$ cat src/hdl/u8cpd_pkg.sv
// Package with the types and constants of the UTF-8 code point decoder.
`default_nettype none
package u8cpd_pkg;

    localparam int BYTE_W = 8;
    localparam int CP_W   = 31;
    localparam int LEN_W  = 3;

    localparam logic [CP_W-1:0]  REPLACEMENT_CHAR = 31'd63;
    localparam logic [LEN_W-1:0] LEN_NONE = 3'd0;
    localparam logic [LEN_W-1:0] LEN_ONE  = 3'd1;

    // Classification of one byte taken as a lead byte.
    typedef struct packed {
        logic              valid;
        logic [LEN_W-1:0]  length;
        logic [BYTE_W-1:0] payload;
    } lead_info_t;

endpackage
`default_nettype wire

$ cat src/hdl/u8cpd_lead_decode.sv
// Lead byte classifier: sequence length and payload bits of a lead byte.
`default_nettype none
module u8cpd_lead_decode (
    input  wire logic [u8cpd_pkg::BYTE_W-1:0] lead_byte,
    output u8cpd_pkg::lead_info_t             info
);

    always_comb
    begin
        info.valid   = 1'b1;
        info.length  = u8cpd_pkg::LEN_ONE;
        info.payload = lead_byte;
        unique casez (lead_byte)
            8'b0???????:
            begin
                info.length  = 3'd1;
                info.payload = lead_byte;
            end
            8'b110?????:
            begin
                info.length  = 3'd2;
                info.payload = lead_byte & 8'h1F;
            end
            8'b1110????:
            begin
                info.length  = 3'd3;
                info.payload = lead_byte & 8'h0F;
            end
            8'b11110???:
            begin
                info.length  = 3'd4;
                info.payload = lead_byte & 8'h07;
            end
            8'b111110??:
            begin
                info.length  = 3'd5;
                info.payload = lead_byte & 8'h03;
            end
            8'b1111110?:
            begin
                info.length  = 3'd6;
                info.payload = lead_byte & 8'h01;
            end
            default:
            begin
                // Continuation pattern or 0xFE/0xFF seen as a lead byte.
                info.valid   = 1'b0;
                info.length  = u8cpd_pkg::LEN_NONE;
                info.payload = '0;
            end
        endcase
    end

endmodule
`default_nettype wire

$ cat src/hdl/utf8_code_point_decoder_unit.sv
// Top level of the byte-serial UTF-8 code point decoder (one to six byte form).
// A completing byte goes through the input register, then the result register.
// Throughput: one byte per cycle while the result side takes every result.
// The rate is set by the single decode pass between the input and result registers.
// Reset (rst_n low, asynchronous) empties both registers and drops any pending sequence.
`default_nettype none
module utf8_code_point_decoder_unit (
    input  wire logic                         clk,
    input  wire logic                         rst_n,
    input  wire logic                         in_valid,
    output logic                              in_ready,
    input  wire logic [u8cpd_pkg::BYTE_W-1:0] byte_in,
    output logic                              out_valid,
    input  wire logic                         out_ready,
    output logic [u8cpd_pkg::CP_W-1:0]        code_point,
    output logic [u8cpd_pkg::LEN_W-1:0]       seq_length
);

    // Input register: holds one accepted byte until the decode pass can run.
    logic                         in_valid_reg;
    logic [u8cpd_pkg::BYTE_W-1:0] byte_reg;

    // Sequence state carried from byte to byte.
    logic [u8cpd_pkg::LEN_W-1:0] bytes_left_reg, bytes_left_next;
    logic [u8cpd_pkg::CP_W-1:0]  accum_reg, accum_next;
    logic [u8cpd_pkg::LEN_W-1:0] cur_length_reg, cur_length_next;

    // Result register.
    logic                         out_valid_reg;
    logic [u8cpd_pkg::CP_W-1:0]  code_point_reg, code_point_next;
    logic [u8cpd_pkg::LEN_W-1:0] seq_length_reg, seq_length_next;
    logic                         emit_next;

    logic                  advance;
    u8cpd_pkg::lead_info_t lead;

    // The decode pass runs when a byte is held and the result slot is free or
    // is being emptied in this cycle. A byte that yields no result still waits
    // for that, which keeps the control simple and costs nothing at full rate.
    assign advance  = in_valid_reg && (!out_valid_reg || out_ready);
    assign in_ready = !in_valid_reg || advance;

    u8cpd_lead_decode u_lead (
        .lead_byte (byte_reg),
        .info      (lead)
    );

    always_comb
    begin
        bytes_left_next = bytes_left_reg;
        accum_next      = accum_reg;
        cur_length_next = cur_length_reg;
        code_point_next = code_point_reg;
        seq_length_next = seq_length_reg;
        emit_next       = 1'b0;

        if (bytes_left_reg != '0)
        begin
            // Following byte: its low six bits are appended whatever its top bits are.
            accum_next      = {accum_reg[u8cpd_pkg::CP_W-7:0], byte_reg[5:0]};
            bytes_left_next = bytes_left_reg - 3'd1;
            if (bytes_left_reg == 3'd1)
            begin
                emit_next       = 1'b1;
                code_point_next = {accum_reg[u8cpd_pkg::CP_W-7:0], byte_reg[5:0]};
                seq_length_next = cur_length_reg;
            end
        end
        else if (!lead.valid)
        begin
            // Invalid lead byte is replaced by a question mark of length one.
            emit_next       = 1'b1;
            code_point_next = u8cpd_pkg::REPLACEMENT_CHAR;
            seq_length_next = u8cpd_pkg::LEN_ONE;
        end
        else if (lead.length == u8cpd_pkg::LEN_ONE)
        begin
            emit_next       = 1'b1;
            code_point_next = {{(u8cpd_pkg::CP_W-u8cpd_pkg::BYTE_W){1'b0}}, byte_reg};
            seq_length_next = u8cpd_pkg::LEN_ONE;
        end
        else
        begin
            // Multi-byte lead: start the accumulator with the lead's payload bits.
            accum_next      = {{(u8cpd_pkg::CP_W-u8cpd_pkg::BYTE_W){1'b0}}, lead.payload};
            cur_length_next = lead.length;
            bytes_left_next = lead.length - 3'd1;
        end
    end

    // Control and sequence state, cleared by reset.
    always_ff @(posedge clk or negedge rst_n)
    begin
        if (!rst_n)
        begin
            in_valid_reg   <= 1'b0;
            out_valid_reg  <= 1'b0;
            bytes_left_reg <= '0;
            accum_reg      <= '0;
            cur_length_reg <= '0;
        end
        else
        begin
            if (in_ready)
            begin
                in_valid_reg <= in_valid;
            end
            if (advance)
            begin
                bytes_left_reg <= bytes_left_next;
                accum_reg      <= accum_next;
                cur_length_reg <= cur_length_next;
                out_valid_reg  <= emit_next;
            end
            else if (out_ready)
            begin
                out_valid_reg <= 1'b0;
            end
        end
    end

    // Payload registers need no reset.
    always_ff @(posedge clk)
    begin
        if (in_valid && in_ready)
        begin
            byte_reg <= byte_in;
        end
        if (advance && emit_next)
        begin
            code_point_reg <= code_point_next;
            seq_length_reg <= seq_length_next;
        end
    end

    assign out_valid  = out_valid_reg;
    assign code_point = code_point_reg;
    assign seq_length = seq_length_reg;

endmodule
`default_nettype wire

$ cat config.mk
export PLATFORM = sky130hd
export DESIGN_NAME = utf8_code_point_decoder_unit
export DESIGN_NICKNAME = d
export VERILOG_FILES = /design/src/hdl/u8cpd_pkg.sv /design/src/hdl/u8cpd_lead_decode.sv /design/src/hdl/utf8_code_point_decoder_unit.sv
export SDC_FILE = /design/constraint.sdc
export NUM_CORES = 1
export LEC_CHECK = 0
export ABC_AREA = 1
export CAP_MARGIN = 0
export CELL_PAD_IN_SITES_DETAIL_PLACEMENT = 1
export CELL_PAD_IN_SITES_GLOBAL_PLACEMENT = 1
export CORE_MARGIN = 4
export CORE_UTILIZATION = 25
export DETAILED_ROUTE_END_ITERATION = 8
export DONT_BUFFER_PORTS = 1
export MAX_ROUTING_LAYER = met4
export PLACE_DENSITY = 0.46
export SETUP_SLACK_MARGIN = 0.15
export SYNTH_ARGS = -nofsm -noshare
export SYNTH_HDL_FRONTEND = slang
export SYNTH_SLANG_ARGS = --single-unit
$ cat constraint.sdc
create_clock -name clk -period 2.5 [get_ports clk]
set_input_delay 0.125 -clock clk [delete_from_list [all_inputs] [get_ports clk]]
set_output_delay 0.125 -clock clk [all_outputs]
set_load 0.02 [all_outputs]
### Word level (Yosys, flattened, before mapping)

Index checks and enable logic that the tools add are counted.

* bits in registers: 75
* input port bits: 12
* output and inout bits: 36
* word-level logic and storage cells: 59

* add/subtract/negate cells: 2
* equal/unequal tests: 10
* muxes and demuxes: 22
* bitwise gates (word level): 3
* reduce and logical (&&, ||, !) cells: 14

Operator list (number)
* 31-bit 2-to-1 mux: 4
* 25-bit 2-to-1 mux: 3
* 11-bit case mux with 6 select lines: 1
* 3-bit 2-to-1 mux: 7
* 7-bit == test (second input constant): 1
* 1-bit 2-to-1 mux: 7
* 3-bit by 1-bit == test with 1-bit output (second input constant): 2
* 6-bit == test (second input constant): 1
* 3-bit AND reduction: 2
* 6-bit OR reduction: 1
* 3-bit by 1-bit subtractor with 3-bit output (second input constant): 2
* 5-bit == test (second input constant): 1
* 4-bit == test (second input constant): 1
* 4-bit AND reduction: 1
* 2-bit nonzero test: 2
* 3-bit == test (second input constant): 1
* 1-bit logical AND: 3
* 3-bit by 1-bit inequality test with 1-bit output (second input constant): 1
* 1-bit inverter: 3
* 3-bit nonzero test: 1
* 1-bit logical NOT: 2
* 1-bit logical OR: 2
* 2-bit by 1-bit inequality test with 1-bit output (second input constant): 1
* 2-bit inequality test (second input constant): 1

### Longest topological paths before layout

Gate-level depths: netlist of run 1.

* depth in word-level cells: 8
* gate-level depth with buffers: 12

### Cells and area by module

From an unflattened synthesis of run 1, not the netlist that was laid out.

* cells, all modules: 358
* area total of the unflattened synthesis: 3321.9 µm²

Modules (own cells, without submodules)
* utf8_code_point_decoder_unit: times used 1, cells an instance 322, area each 3164.3 µm², sequential area each 2087.0 µm²
* u8cpd_lead_decode: times used 1, cells an instance 36, area each 157.7 µm², sequential area each 0.0 µm²

### Worst setup path before layout of run 1

OpenSTA, ideal clock, no wires.

* kind: register to register
* from: register byte_reg[6] in the netlist's numbering
* to: register code_point_reg, in the netlist code_point[0], enable pin
* setup time: 0.389 ns
* arrival: 2.008 ns
* data required time: 2.111 ns
* setup slack: 0.104 ns
* cell stages (with the launch flop): 10
* buffers on the path: 0
* period minus slack after synthesis: 2.396 ns
* path through: edfxtp_1 > nand2_1 > nor2_1 > nand2_1 > nand3_1 > ha_1 > nand2_1 > nand3_1 > nand3_1 > inv_1

RTL lines
* start, declared: line utf8_code_point_decoder_unit.sv:21 `logic [u8cpd_pkg::BYTE_W-1:0] byte_reg;`
* start signal, assigned: line utf8_code_point_decoder_unit.sv:127 `byte_reg <= byte_in;`
* end signal, assigned: line utf8_code_point_decoder_unit.sv:131 `code_point_reg <= code_point_next;`
* end, declared: line utf8_code_point_decoder_unit.sv:30 `logic [u8cpd_pkg::CP_W-1:0] code_point_reg, code_point_next;`

==> run_results.csv, run 1 <==
group,metric,value,unit
synth,yosysSeqAreaShare,0.650,
critical_path,r2r-start,"byte_reg[7]$_DFFE_PP_",
floorplan,die_w,121,um
synth,synth_seq_cells,75,
timing,rsz0062_at_grt,"false",
timing,period_share,0.876,
clocking,clk_latency,340,ps
synth,synth_cells,321,
finish,fin_util,0.307,
pwr,power_frac_clock,0.262,
route,drc,0,
critical_path,r2r_slack,310,ps
route,dr.pass1.iters,4,
global_route,grt_pass1_wl,11.8,mm
timing,finalSetupViolations,0,
synth,synth_area_leaders,"edfxtp_1 (39%), dfrtp_1 (26%), nand2_1 (14%), inv_1 (5.1%), nor2_1 (3.6%)",
clocking,cts_root_buf,"clkbuf_16",
critical_path,critPathLaunchType,"flop",
critical_path,reg2reg_to,"code_point[9]$_SDFFCE_PP0P_",
clocking,htreeDepth,3,
clocking,cts.sinks,75,
floorplan,initial_core_util,0.255,
global_route,grt-ovfl-total,0,
finish,layout_common_cells,"nand2_1 (116), inv_1 (43), edfxtp_1 (42)",
clocking,cts_tree,"yes",
outcome,outcome,"finished, final reports clean",
synth,yosys.area.top_type,"edfxtp_1",
clocking,clk_path_buf_depth,2,
timing,fin_skew,8.51,ps
timing,hold_violations,0,
pwr,ir_drop,0.391,mV
critical_path,crit_required,2540,ps
placed_design,portBuffers,0,
route,wirelength,7.23,mm
floorplan,core_area,12600,sq um
floorplan,rows,41,
critical_path,crit_end,"code_point[9]$_SDFFCE_PP0P_",
pwr,p_leak,1.73,nW
timing,fmax,457,MHz
synth,syn-num-nets,338,
critical_path,critPathLaunch,"byte_reg[7]$_DFFE_PP_",
route,wl_per_cell,13.9,um
timing,worst_slew_margin_rel,0.765,
critical_path,worstSetupPathType,"flop to flop",
critical_path,reg2reg_depth,10,
finish,fin_nets,362,
critical_path,cp_max_fo,17,
synth,synth_warnings,0,
synth,synth_top_area_share,0.393,
pwr,switchingPower,1.79,mW
finish,layout_commonest_cell,"nand2_1",
timing,tightestPinTransition,353,ps
placed_design,dp_hpwl,4.87,mm
placed_design,place_congestion,0.818,
floorplan,chipHeight,121,um
hold_path,hp-class,"input pin to async pin",
global_route,grt_pass1_vias,2234,
pwr,p_per_area,1250,nW/um^2
pwr,pwr-share-seq,0.474,
clocking,path_clk_slew,60,ps
timing,min_period,2190,ps
floorplan,io_pins,48,
finish,antenna_cells,0,
pwr,sw_frac_of_total,0.371,
finish,largest_reg_flops,31,
timing,setup-tns-final,0,ps
route,routed_via_density,4.14,
pwr,intPower,3.05,mW
synth,yosysUniqueCellTypes,24,
synth,syn_area_per_cell,10.0,sq um
critical_path,critPathCaptureType,"flop",
timing,drv_slew,0,
route,ant_nets,0,
clocking,cts_made_buffers,9,
route,initialDrtViolationCount,129,
timing,hold_ws,236,ps
pwr,combinationalPowerShare,0.264,
finish,area_growth,20.8,%
global_route,antenna_found_initial,0,
synth,netlist_area,3210,sq um
global_route,grt_max_degree,34,
run,cap_violations,0,
global_route,grt_use_total,0.111,
finish,drive_gt1_frac,0.103,
route,vias,2159,
floorplan,dieArea,14700,sq um
critical_path,cp.arrival,2220,ps
-- stage by stage --
step | power (mW) | cell area (sq um) | worst slack, ps | std cells
after floorplan | 3.21 | 3220 | 207 | 321
after global placement | 3.59 | 3420 | 311 | 490
after detailed placement | 3.60 | 3420 | 196 | 490
after CTS | 4.95 | 3840 | 177 | 518
after global routing | 5.23 | 3880 | 137 | 522
final | 4.84 | 3880 | 311 | 522
-- power groups by stage --
stage | registers, mW | clock network [mW] | logic (mW)
2_1_floorplan | 2.26 | 0 | 0.948
3_3_place_gp | 2.33 | 0 | 1.27
3_5_place_dp | 2.33 | 0 | 1.28
4_1_cts | 2.31 | 1.33 | 1.31
5_1_grt | 2.34 | 1.39 | 1.50
6_report | 2.29 | 1.27 | 1.28
-- timing repair --
item / in CTS / in global routing
gates resized for setup: 0 / 3
buffers inserted: 0 / 4
hold buffers: 12 / 0
hold endpoints to repair: 43 / 0
setup endpoints to repair: 0 / 34
-- cell usage after synthesis --
cell / n
a21boi_1: 1
a21boi_2: 1
a21oi_1: 2
a21oi_2: 1
buf_2: 3
buf_4: 3
clkbuf_1: 2
dfrtp_1: 33
edfxtp_1: 42
ha_1: 5
inv_1: 44
nand2_1: 116
nand2_4: 2
nand3_1: 14
nand3_4: 3
nand3b_1: 1
nand4_1: 7
nor2_1: 31
nor2_2: 1
nor2_4: 1
o21ai_0: 3
o22ai_1: 1
or2_2: 3
xor2_1: 1
-- worst min-delay path by stage --
stage                     start                   endpoint  slack (ps)  depth (start not counted)
after floorplan           rst_n   accum_reg[0]$_DFFE_PN0P_        -170                          0
after global placement    rst_n  accum_reg[22]$_DFFE_PN0P_        -170                          0
after detailed placement  rst_n  accum_reg[22]$_DFFE_PN0P_        -170                          0
after CTS                 rst_n  accum_reg[23]$_DFFE_PN0P_         230                          2
after global routing      rst_n  accum_reg[23]$_DFFE_PN0P_         250                          2
final                     rst_n  accum_reg[23]$_DFFE_PN0P_         240                          2
-- area by class of cell --
| type | count | area [sq um] |
|---|---|---|
| Clock buffer | 12 | 236 |
| Clock inverter | 4 | 50.0 |
| Fill cell | 1470 | 8740 |
| Inverter | 44 | 169 |
| Multi-Input combinational cell | 194 | 917 |
| Sequential cell | 75 | 2090 |
| Tap cell | 172 | 215 |
| Timing Repair Buffer | 21 | 205 |
-- worst max-delay path: stages, from the launching register on --
cell	delay, ps
edfxtp_1	440
nand2_1	150
nor2_2	150
nand2_1	100
nand3_1	150
ha_1	260
nand2_1	70
nand3_1	80
nand3_1	140
clkinvlp_4	130
buf_6	200
-- kinds of logic (layout without fill, tap and decap cells) --
kind of cell               count (synthesis)  count (layout)  share of synthesized area
AOI/OAI and AO/OA                          9               9                     0.0183
xor gates and xnor gates                   1               1                    0.00273
adders and majority gates                  5               5                     0.0195
buffers and inverters                     52              81                     0.0654
DFF                                       75              75                      0.650
and+or+nand+nor                          179             179                      0.244
-- routing by layer --
layer,share of wire,routed length (um),vias to the layer above,global-route usage
met5,0,0,-,-
met4,0.019,138,0,0.0504
met3,0.037,265,15,0.0378
met2,0.46,3340,48,0.167
met1,0.48,3490,1033,0.135
li1,-,-,1063,-
(Power assumes the default switching activity.)
==> run 2: changes to the inputs <==
--- a/config.mk
+++ b/config.mk
@@ -14,7 +14,7 @@
 export DETAILED_ROUTE_END_ITERATION = 8
 export DONT_BUFFER_PORTS = 1
 export MAX_ROUTING_LAYER = met4
-export PLACE_DENSITY = 0.46
+export PLACE_DENSITY = 0.44
 export SETUP_SLACK_MARGIN = 0.15
 export SYNTH_ARGS = -nofsm -noshare
 export SYNTH_HDL_FRONTEND = slang
==> constraint.sdc (replaced) <==
create_clock -name clk -period 2.34 [get_ports clk]
set_input_delay 0.117 -clock clk [delete_from_list [all_inputs] [get_ports clk]]
set_output_delay 0.117 -clock clk [all_outputs]
set_load 0.02 [all_outputs]
==> run 2 against run 1 <==
Effect of this change:
- sequential power increased by 7%
- combinational power increased by 12%
- critical path depth increased by 1
- clock power increased by 6%
- setup slack improved by 5.2 ps
- wire length increased by 1.0%
- worst hold slack got worse by 20 ps
- register-to-register slack about the same
- critical endpoint is now code_point[8]$_SDFFCE_PP0P_
==> run_results.csv, run 2 (synthesis results as in run 1) <==
group,metric,value,unit
finish,area_growth,21.6,%
outcome,outcome,"finished, final reports clean",
hold_path,hp-class,"input pin to async pin",
timing,period_share,0.865,
placed_design,place_congestion,0.833,
timing,min_period,2020,ps
global_route,antenna_found_initial,0,
route,dr.pass1.iters,4,
critical_path,critPathBufInv,3,
finish,layout_commonest_cell,"nand2_1",
critical_path,cp_max_fo,14,
critical_path,crit_top_cell,"nand2_1",
route,routed_via_density,4.06,
global_route,grt_use_total,0.114,
timing,hold_violations,0,
route,wirelength,7.31,mm
route,vias,2114,
global_route,grt_pass1_wl,12.1,mm
critical_path,crit_required,2380,ps
finish,fin_nets,361,
clocking,path_clk_slew,60,ps
critical_path,slowest_stage,"edfxtp_1",
pwr,ir_drop,0.415,mV
critical_path,critPathCaptureType,"flop",
clocking,clk_path_buf_depth,2,
critical_path,critPathLaunchType,"flop",
placed_design,dp_hpwl,4.90,mm
route,ant_nets,0,
finish,drive_gt1_frac,0.112,
critical_path,crit_family,"simple AND/OR/NAND/NOR gates",
critical_path,cp.depth,11,
clocking,clk_latency,350,ps
timing,fmax,494,MHz
critical_path,worstSetupPathType,"flop to flop",
placed_design,portBuffers,0,
finish,final_cells,521,
timing,fin_skew,9.25,ps
critical_path,cp.arrival,2070,ps
critical_path,cp_slowest_stage_delay,430,ps
finish,antenna_cells,0,
global_route,grt_max_degree,34,
route,initialDrtViolationCount,77,
route,drc,0,
floorplan,die_w,121,um
critical_path,reg2reg_depth,11,
run,cap_violations,0,
timing,tightestPinTransition,381,ps
global_route,grt_pass1_vias,2271,
critical_path,crit_chain,"nand2_1 -> nor2_4 -> nand4_1 -> nand2_1 -> inv_1 -> ha_2 -> nand2_1 -> nand3_1 -> nand3_2 -> clkinvlp_4 -> buf_6",
clocking,cts_tree,"yes",
finish,layout_common_cells,"nand2_1 (115), inv_1 (43), edfxtp_1 (42)",
route,wl_per_cell,14.0,um
clocking,cts_made_buffers,9,
clocking,htreeDepth,3,
finish,nFillCells,1435,
critical_path,crit_end,"code_point[8]$_SDFFCE_PP0P_",
pwr,p_leak,1.74,nW
critical_path,reg2reg_to,"code_point[8]$_SDFFCE_PP0P_",
floorplan,core_area,12600,sq um
floorplan,initial_core_util,0.255,
timing,rsz0062_at_grt,"false",
clocking,cts.sinks,75,
timing,drv_slew,0,
finish,largest_reg_flops,31,
floorplan,dieArea,14700,sq um
floorplan,chipHeight,121,um
critical_path,r2r-start,"byte_reg[5]$_DFFE_PP_",
timing,finalSetupViolations,0,
timing,setup-tns-final,0,ps
pwr,power,5.23,mW
floorplan,io_pins,48,
placed_design,dp_cells,489,
critical_path,r2r_slack,320,ps
pwr,p_per_area,1340,nW/um^2
timing,worst_slew_margin_rel,0.745,
clocking,cts_root_buf,"clkbuf_16",
critical_path,critPathLaunch,"byte_reg[5]$_DFFE_PP_",
global_route,grt-ovfl-total,0,
floorplan,rows,41,
## run 2: worst min path at each step
stage / cells past startpoint / start / endpoint
2_1_floorplan: 0 / rst_n / accum_reg[0]$_DFFE_PN0P_
3_3_place_gp: 0 / rst_n / accum_reg[19]$_DFFE_PN0P_
3_5_place_dp: 0 / rst_n / accum_reg[19]$_DFFE_PN0P_
4_1_cts: 2 / rst_n / accum_reg[19]$_DFFE_PN0P_
5_1_grt: 2 / rst_n / accum_reg[19]$_DFFE_PN0P_
6_report: 2 / rst_n / accum_reg[19]$_DFFE_PN0P_
## run 2: layout make-up
type,instances,area (sq um),area share
clock buffer,12,236,0.0605
tap,172,215,0.0551
inverter,44,169,0.0432
clock inverter,4,50.0,0.0128
timing repair buffer,20,219,0.0561
multi-input combinational,194,930,0.238
sequential,75,2090,0.534
## run 2: routing by layer
layer | global-route usage | part of all wire | vias up
met1 | 0.129 | 0.46 | 1003
met3 | 0.0457 | 0.043 | 10
met5 | - | 0 | -
met4 | 0.0399 | 0.017 | 0
li1 | - | - | 1061
met2 | 0.182 | 0.48 | 40
## run 2: power by group
part,internal [mW],switching [mW]
clock network,0.826,0.529
logic,0.470,0.964
registers,1.99,0.454
## run 2: repair_timing
item / CTS / global route
hold buffers: 12 / 0
resized for setup: 0 / 2
endpoints found under the setup margin: 14 / 30
endpoints found under the hold margin: 43 / 0
buffers inserted: 2 / 2
## run 2: through the flow
stage / hold slack [ps] / util / area (sq um) / setup WS [ps]
2_1_floorplan: -179 / - / 3230 / 154
3_3_place_gp: -177 / 0.274 / 3450 / 228
3_5_place_dp: -177 / 0.274 / 3450 / 119
4_1_cts: 213 / 0.308 / 3880 / 220
5_1_grt: 234 / 0.310 / 3910 / 168
6_report: 216 / 0.310 / 3910 / 316
